File: src/sv/amp_pkg.sv
`default_nettype none
package amp_pkg;

    // pattern geometry
    localparam int MaxPattern = 16;
    localparam int ByteW      = 8;
    localparam int StateW     = $clog2(MaxPattern + 1);
    localparam int LenW       = 5;
    localparam int CountW     = 32;

    // register port geometry
    localparam int DataW      = 64;
    localparam int AddrW      = 5;
    localparam int RegIdxW    = 2;
    localparam int RegLsb     = 3;

    // register indexes
    localparam logic [RegIdxW-1:0] RegPatLow  = 2'd0;
    localparam logic [RegIdxW-1:0] RegPatHigh = 2'd1;
    localparam logic [RegIdxW-1:0] RegPatLen  = 2'd2;

    localparam logic [LenW-1:0] LenReset = 5'd1;

    typedef logic [MaxPattern-1:0][ByteW-1:0] t_pat;

    // bit j of row q: prefix of length j is a suffix of prefix of length q
    typedef logic [MaxPattern-1:0] t_row;
    typedef logic [MaxPattern:0][MaxPattern-1:0] t_border;

    typedef struct packed {
        t_pat            pat;
        logic [LenW-1:0] len;
    } t_cfg;

    typedef struct packed {
        t_border           rows;
        logic [StateW-1:0] m;
    } t_tbl;

endpackage
`default_nettype wire

File: src/sv/amp_cfg.sv
`default_nettype none
module amp_cfg (
    input  wire logic                       i_clk,
    input  wire logic                       i_rst_n,
    input  wire logic                       psel,
    input  wire logic                       penable,
    input  wire logic                       pwrite,
    input  wire logic [amp_pkg::AddrW-1:0]  paddr,
    input  wire logic [amp_pkg::DataW-1:0]  pwdata,
    output logic      [amp_pkg::DataW-1:0]  prdata,
    output logic                            pready,
    output amp_pkg::t_cfg                   o_cfg
);

    logic [amp_pkg::DataW-1:0]   r_pat_low;
    logic [amp_pkg::DataW-1:0]   r_pat_high;
    logic [amp_pkg::LenW-1:0]    r_len;
    logic [amp_pkg::RegIdxW-1:0] reg_idx;
    logic                        wr_en;

    assign reg_idx = paddr[amp_pkg::RegLsb +: amp_pkg::RegIdxW];
    assign pready  = 1'b1;
    assign wr_en   = psel && penable && pwrite && pready;

    // register writes
    always_ff @(posedge i_clk) begin
        if (!i_rst_n) begin
            r_pat_low  <= '0;
            r_pat_high <= '0;
            r_len      <= amp_pkg::LenReset;
        end else if (wr_en) begin
            case (reg_idx)
                amp_pkg::RegPatLow:  r_pat_low  <= pwdata;
                amp_pkg::RegPatHigh: r_pat_high <= pwdata;
                amp_pkg::RegPatLen:  r_len      <= pwdata[amp_pkg::LenW-1:0];
                default: ;
            endcase
        end
    end

    // read back
    always_comb begin
        case (reg_idx)
            amp_pkg::RegPatLow:  prdata = r_pat_low;
            amp_pkg::RegPatHigh: prdata = r_pat_high;
            amp_pkg::RegPatLen:  prdata = {{(amp_pkg::DataW - amp_pkg::LenW){1'b0}}, r_len};
            default:             prdata = '0;
        endcase
    end

    assign o_cfg.pat = {r_pat_high, r_pat_low};
    assign o_cfg.len = r_len;

endmodule
`default_nettype wire

File: src/sv/amp_border.sv
`default_nettype none
module amp_border (
    input  wire logic          i_clk,
    input  wire amp_pkg::t_cfg i_cfg,
    output amp_pkg::t_tbl      o_tbl
);

    amp_pkg::t_border                 n_rows;
    amp_pkg::t_border                 r_rows;
    logic [amp_pkg::StateW-1:0]       n_m;
    logic [amp_pkg::StateW-1:0]       r_m;

    // prefix-suffix table, one entry per (state, border length)
    always_comb begin
        n_rows = '0;
        for (int q = 0; q <= amp_pkg::MaxPattern; q++) begin
            for (int j = 0; j < amp_pkg::MaxPattern; j++) begin
                if (j <= q) begin
                    n_rows[q][j] = 1'b1;
                    for (int i = 0; i < j; i++) begin
                        if (i_cfg.pat[i] != i_cfg.pat[q - j + i]) begin
                            n_rows[q][j] = 1'b0;
                        end
                    end
                end
            end
        end
    end

    // effective pattern length, clamped to 1..MaxPattern
    always_comb begin
        if (i_cfg.len == '0) begin
            n_m = amp_pkg::StateW'(1);
        end else if (amp_pkg::StateW'(i_cfg.len) > amp_pkg::StateW'(amp_pkg::MaxPattern)) begin
            n_m = amp_pkg::StateW'(amp_pkg::MaxPattern);
        end else begin
            n_m = amp_pkg::StateW'(i_cfg.len);
        end
    end

    always_ff @(posedge i_clk) begin
        r_rows <= n_rows;
        r_m    <= n_m;
    end

    assign o_tbl.rows = r_rows;
    assign o_tbl.m    = r_m;

endmodule
`default_nettype wire

File: src/sv/amp_core.sv
`default_nettype none
module amp_core (
    input  wire logic                         i_clk,
    input  wire logic                         i_rst_n,
    input  wire amp_pkg::t_cfg                i_cfg,
    input  wire amp_pkg::t_tbl                i_tbl,
    input  wire logic                         i_valid,
    output logic                              o_stall,
    input  wire logic [amp_pkg::ByteW-1:0]    i_text_byte,
    input  wire logic                         i_first,
    output logic                              o_valid,
    input  wire logic                         i_stall,
    output logic                              o_match_here,
    output logic      [amp_pkg::CountW-1:0]   o_match_count,
    output logic      [amp_pkg::StateW-1:0]   o_prefix_state
);

    logic                        r_in_valid;
    logic [amp_pkg::ByteW-1:0]   r_in_byte;
    logic                        r_in_first;

    logic [amp_pkg::StateW-1:0]  r_state;
    logic [amp_pkg::CountW-1:0]  r_count;

    logic                        r_out_valid;
    logic                        r_out_hit;
    logic [amp_pkg::CountW-1:0]  r_out_count;
    logic [amp_pkg::StateW-1:0]  r_out_state;

    logic                        in_take;
    logic                        advance;
    logic [amp_pkg::StateW-1:0]  base_q;
    logic [amp_pkg::StateW-1:0]  kmax;
    amp_pkg::t_row               row;
    logic [amp_pkg::StateW-1:0]  n_state;
    logic [amp_pkg::CountW-1:0]  base_cnt;
    logic [amp_pkg::CountW-1:0]  n_count;
    logic                        hit;

    // handshake
    assign advance = r_in_valid && (!r_out_valid || !i_stall);
    assign o_stall = r_in_valid && !advance;
    assign in_take = i_valid && !o_stall;

    // automaton transition
    always_comb begin
        base_q = r_in_first ? '0 : r_state;
        if (base_q > i_tbl.m) begin
            base_q = '0;
        end
        kmax = (base_q < i_tbl.m) ? base_q + amp_pkg::StateW'(1) : i_tbl.m;
        row  = i_tbl.rows[base_q];

        // longest candidate wins
        n_state = '0;
        for (int k = 1; k <= amp_pkg::MaxPattern; k++) begin
            if ((amp_pkg::StateW'(k) <= kmax) && row[k-1]
                && (i_cfg.pat[k-1] == r_in_byte)) begin
                n_state = amp_pkg::StateW'(k);
            end
        end

        hit      = (n_state == i_tbl.m);
        base_cnt = r_in_first ? '0 : r_count;
        n_count  = (hit && (base_cnt != '1)) ? base_cnt + amp_pkg::CountW'(1) : base_cnt;
    end

    // input register
    always_ff @(posedge i_clk) begin
        if (!i_rst_n) begin
            r_in_valid <= 1'b0;
        end else begin
            r_in_valid <= in_take || (r_in_valid && !advance);
        end
        if (in_take) begin
            r_in_byte  <= i_text_byte;
            r_in_first <= i_first;
        end
    end

    // automaton state and count
    always_ff @(posedge i_clk) begin
        if (!i_rst_n) begin
            r_state <= '0;
            r_count <= '0;
        end else if (advance) begin
            r_state <= n_state;
            r_count <= n_count;
        end
    end

    // result register
    always_ff @(posedge i_clk) begin
        if (!i_rst_n) begin
            r_out_valid <= 1'b0;
        end else if (advance) begin
            r_out_valid <= 1'b1;
        end else if (!i_stall) begin
            r_out_valid <= 1'b0;
        end
        if (advance) begin
            r_out_hit   <= hit;
            r_out_count <= n_count;
            r_out_state <= n_state;
        end
    end

    assign o_valid        = r_out_valid;
    assign o_match_here   = r_out_hit;
    assign o_match_count  = r_out_count;
    assign o_prefix_state = r_out_state;

    // checks
    assert property (@(posedge i_clk) disable iff (!i_rst_n)
        r_state <= amp_pkg::StateW'(amp_pkg::MaxPattern))
        else $error("prefix state beyond pattern size");

    assert property (@(posedge i_clk) disable iff (!i_rst_n)
        r_out_valid && r_out_hit |-> r_out_state != '0)
        else $error("match reported with empty prefix");

    assert property (@(posedge i_clk) disable iff (!i_rst_n)
        advance && !r_in_first && (r_count == '1) |=> r_count == '1)
        else $error("saturated count wrapped");

    assert property (@(posedge i_clk) disable iff (!i_rst_n)
        o_stall |-> r_in_valid && r_out_valid && i_stall)
        else $error("stall raised with room to move");

endmodule
`default_nettype wire

File: src/sv/automaton_pattern_matcher_unit.sv
`default_nettype none
// Streaming pattern matcher: counts occurrences (overlaps included) of a pattern of 1 to 16
// bytes in a byte stream, one byte per request, with a saturating 32-bit count and the
// current matched-prefix length on every result. It sustains one byte per clock while the
// output is not stalled; each result passes the input register and then the result
// register on its way to the outputs, and that rate is set by the feedback of the prefix
// state through the transition logic.
// The prefix-suffix table is rebuilt from the pattern registers in the cycle after a
// register write, so a text byte may follow the write at the next edge.
// Registers sit at byte addresses 0 (pattern bytes 0-7), 8 (bytes 8-15) and 16 (length);
// the first flag on a request clears state and count before that byte.
module automaton_pattern_matcher_unit (
    input  wire logic                         i_clk,
    input  wire logic                         i_rst_n,
    input  wire logic                         psel,
    input  wire logic                         penable,
    input  wire logic                         pwrite,
    input  wire logic [amp_pkg::AddrW-1:0]    paddr,
    input  wire logic [amp_pkg::DataW-1:0]    pwdata,
    output logic      [amp_pkg::DataW-1:0]    prdata,
    output logic                              pready,
    input  wire logic                         i_valid,
    output logic                              o_stall,
    input  wire logic [amp_pkg::ByteW-1:0]    i_text_byte,
    input  wire logic                         i_first,
    output logic                              o_valid,
    input  wire logic                         i_stall,
    output logic                              o_match_here,
    output logic      [amp_pkg::CountW-1:0]   o_match_count,
    output logic      [amp_pkg::StateW-1:0]   o_prefix_state
);

    amp_pkg::t_cfg cfg;
    amp_pkg::t_tbl tbl;

    amp_cfg u_cfg (
        .i_clk   (i_clk),
        .i_rst_n (i_rst_n),
        .psel    (psel),
        .penable (penable),
        .pwrite  (pwrite),
        .paddr   (paddr),
        .pwdata  (pwdata),
        .prdata  (prdata),
        .pready  (pready),
        .o_cfg   (cfg)
    );

    amp_border u_border (
        .i_clk (i_clk),
        .i_cfg (cfg),
        .o_tbl (tbl)
    );

    amp_core u_core (
        .i_clk          (i_clk),
        .i_rst_n        (i_rst_n),
        .i_cfg          (cfg),
        .i_tbl          (tbl),
        .i_valid        (i_valid),
        .o_stall        (o_stall),
        .i_text_byte    (i_text_byte),
        .i_first        (i_first),
        .o_valid        (o_valid),
        .i_stall        (i_stall),
        .o_match_here   (o_match_here),
        .o_match_count  (o_match_count),
        .o_prefix_state (o_prefix_state)
    );

endmodule
`default_nettype wire
File: config.mk
export PLATFORM = sky130hd
export DESIGN_NAME = automaton_pattern_matcher_unit
export DESIGN_NICKNAME = d
export VERILOG_FILES = /design/src/sv/amp_pkg.sv /design/src/sv/amp_cfg.sv /design/src/sv/amp_border.sv /design/src/sv/amp_core.sv /design/src/sv/automaton_pattern_matcher_unit.sv
export SDC_FILE = /design/constraint.sdc
export NUM_CORES = 1
export LEC_CHECK = 0
export BUFFER_PORTS_ARGS = -buffer_cell sky130_fd_sc_hd__buf_4
export CAP_MARGIN = 20
export CELL_PAD_IN_SITES_DETAIL_PLACEMENT = 0
export CELL_PAD_IN_SITES_GLOBAL_PLACEMENT = 2
export CORE_UTILIZATION = 42
export DETAILED_ROUTE_END_ITERATION = 10
export GPL_TIMING_DRIVEN = 0
export PLACE_DENSITY = 0.91
export REMOVE_ABC_BUFFERS = 1
export SLEW_MARGIN = 20
export SYNTH_ARGS = -nofsm -noshare
export SYNTH_HDL_FRONTEND = slang
export SYNTH_HIERARCHICAL = 1
export SYNTH_SLANG_ARGS = --single-unit
File: constraint.sdc
create_clock -name i_clk -period 11.11 [get_ports i_clk]
set_input_delay 1.111 -clock i_clk [delete_from_list [all_inputs] [get_ports i_clk]]
set_output_delay 1.111 -clock i_clk [all_outputs]
set_load 0.02 [all_outputs]
==> key figures <==
Floorplanning
  – Initial core utilization: 42.6%
  – Die X: 280 um
  – Rows: 101
  – Placeable Area: 76,100 um^2
  – Die area: 78,200 um^2
  – Die Span Y: 280 um
  – Top-Level Pins: 190

CTS
  – TritonCTS Buffers: 42
  – CTS tree: yes
  – # resized after CTS: 0
  – Clock-pin transition on the worst setup and hold timing paths: 0.06 ns
  – CTS Root Buffer Type: clkbuf_16
  – Number of H-tree levels: 2
  – CTS Buffer Depth: 3
  – Clk sinks: 344
  – Clk_lat worst skew: 0.60 ns
  – Postcts setup bufs: 0
  – Hold_buf cts: 0

Critical path
  – Worst Path Arrival: 10.34 ns
  – Worst R2R Setup Slack: 1.10 ns
  – CP endpoint kind: register
  – WS Path Type: register to register
  – Critical Path RT: 11.43 ns
  – Critical path startpoint category: register
  – CP Max Fanout: 19

Timing
  – Hold Vio Cnt, Final: 0
  – Max-slew headroom: 15.1%
  – Post-layout min period: 10.01 ns
  – Final Cycle Share: 90.1%
  – Worst hold margin: 0.482 ns
  – # setup viols final: 0
  – RSZ-0062 raised after global routing: no
  – Maximum clock rate: 0.0999 GHz
  – Worst Max-Slew Pin Slew: 1.26 ns
  – TNS Setup: 0 ns
  – Clock skew: 0.0327 ns
  – Slew Viols, Final: 0

Synth
  – Syn avg cell area: 8.30 um^2
  – Synthesis warning total: 6
  – Commonest cells in the synthesized netlist: xnor2_1 (734), xor2_1 (376), nand2_1 (356), dfxtp_1 (297), mux2i_1 (222)
  – Cell area after synthesis: 32,400 um^2
  – Most numerous cell in the Yosys netlist: xnor2_1
  – Fraction of registers with async set/reset: 0%
  – #FFs+latches synth: 344
  – Number of synthesized flops with an enable pin: 47
  – Top post-synthesis cells by area: xnor2_1 (20%), dfxtp_1 (18%), xor2_1 (10%)
  – Synth cell types: 109
  – Post-synthesis sequential area ratio: 22.7%
  – Top FF cell, synth: dfxtp_1
  – Post-synth top area cell: xnor2_1
  – Top cell type's share of synthesized area: 19.9%
  – Mapped Cells: 3,900

Route
  – Vias per cell: 5.97
  – Antenna-violating nets left: 0
  – WL final: 129,000 um
  – Starting DRT DRC Count: 3,251
  – Post-route DRC violation count: 0
  – DRT Pass-1 Iters: 5
  – DR WL/cell: 26.8 um
  – Via Count: 28.8k

Pwr
  – Comb power frac: 18.6%
  – Sequential share of power: 41.7%
  – Switching Share: 32.0%
  – Peak supply drop: 0.0911 mV
  – Net Switching: 0.00115 W
  – Internal: 0.00245 W
  – Cell leakage power: 14.1 nW
  – Clock share of power: 39.7%
  – P per Cell Area: 104 nW/um^2

Run status
  – Status: finished clean

Placed design
  – Final GP Congestion: 0.990
  – # port buffers: 185
  – DP HPWL: 83,800 um

Final layout
  – Antenna Cells: 0
  – Fillers: 7,641
  – Final nets: 3,861
  – Syn-to-layout area delta: 7.02%
  – Share of cells above drive strength 1: 13.7%

Global route
  – Antenna violations before repair: 7
  – Grt met1 use: 40.7%
  – Total global routing track utilization: 32.0%
  – First-pass GRT wire length: 187,000 um
  – M3 GR Usage: 6.24%
  – Largest net degree at the start of global routing: 125
  – Vias in the first global route: 27.2k
  – GR peak layer: met2
  – Grt total ovfl: 0
  – GR Util met2: 50.3%

Worst hold path
  – Hold Crit Class: register to register

Flow run
  – Max cap viols: 0
-- per-layer routing --
metal	routed length, um	share of wire, %
met1	52500	41
met2	57100	44
met3	11600	9.0
met4	8170	6.3
met5	96	0.074
-- cell families (layout without fill, tap and decap cells) --
kind of cell               count (synthesis)  after routing  synth area share (%)
other                                      3            153                0.0348
xor gates and xnor gates                1111           1111                  30.1
muxes                                    234            234                  7.47
and+or+nand+nor                         1167           1167                  18.5
AOI/OAI and AO/OA                        421            421                  9.69
buffers and inverters                    607            353                  11.0
DFF                                      344            344                  22.7
adders and majority gates                 13             13                 0.502
-- power by group through the flow --
stage / registers [W] / logic, W / clock network, W
CTS: 0.00150 / 0.000635 / 0.00145
floorplan: 0.00149 / 0.000360 / 0
global route: 0.00151 / 0.000696 / 0.00150
finish: 0.00150 / 0.000669 / 0.00143
detailed placement: 0.00153 / 0.000634 / 0
global placement: 0.00154 / 0.000597 / 0
-- worst max-delay path: stages (launching register included) --
cell	delay, ns
edfxtp_1	0.40
buf_8	0.20
buf_8	0.20
buf_16	0.18
nand2b_1	0.57
inv_2	0.32
ha_1	0.39
nand4_1	0.19
o221a_2	0.54
o21ai_2	0.87
inv_2	0.51
ha_1	0.47
nand4_1	0.20
nor2_1	0.21
a21boi_1	0.33
nor2_1	0.17
o32ai_1	0.92
a221oi_1	0.32
o211ai_1	0.31
a2111oi_2	0.11
a21oi_1	0.39
mux2_4	0.36
a311oi_4	0.49
and2_1	0.68
nand3_1	0.18
xnor2_1	0.18
-- metrics by stage --
stage               instances  instance area, um^2  power (W)  util [%]  setup WS (ns)
floorplan                3488                29600    0.00185         -           1.61
global placement         4703                32200    0.00214      42.4          -4.03
detailed placement       4747                33200    0.00216      43.6          0.872
CTS                      4824                34600    0.00358      45.5          0.852
global route             4826                34600    0.00370      45.5          0.616
finish                   4826                34600    0.00360      45.5           1.10
-- cell type report --
type,count,area (um^2),area share (%)
multi-input combinational,3099,22100,63.7
sequential,344,7520,21.7
inverter,45,169,0.488
clock buffer,56,1190,3.45
timing repair buffer,231,2180,6.29
clock inverter,21,208,0.599
tap,1030,1290,3.72
-- final timing paths --
kind              depth (start not counted)                                  to                       startpoint
hold reg to reg                           2     u_cfg/r_pat_low[0]$_SDFFE_PN0P_  u_cfg/r_pat_low[0]$_SDFFE_PN0P_
hold / removal                            2     u_cfg/r_pat_low[0]$_SDFFE_PN0P_  u_cfg/r_pat_low[0]$_SDFFE_PN0P_
setup reg to reg                         25  u_core/o_match_count[11]$_DFFE_PP_      u_core/r_in_first$_DFFE_PP_
setup / recovery                         25  u_core/o_match_count[11]$_DFFE_PP_      u_core/r_in_first$_DFFE_PP_
-- placed cells by master (no fill, tap or decap), types with 43 or more instances in the layout --
master and count:
xnor2_1 734, xor2_1 376, nand2_1 355, mux2i_1 222, nand4_1 215, nor2_1 198, buf_4 184, dfxtp_1 168
conb_1 153, nor4_1 137, dfxtp_2 128, a21oi_1 76, o21ai_0 49, nand3_1 47, edfxtp_1 47, o211ai_1 46
clkbuf_16 43
-- registers in the layout (all words and copies together) (netlist names), 5 cells and up --
register and flops:
u_core/o_match_count 32, u_core/r_state 5, u_border/o_tbl 120, u_border/r_m 5
u_core/r_in_byte 8, u_core/r_count 32, u_cfg/r_len 5, u_cfg/r_pat_low 64
u_cfg/r_pat_high 64, u_core/o_prefix_state 5
Note: power is estimated with default switching activity, not from simulation.
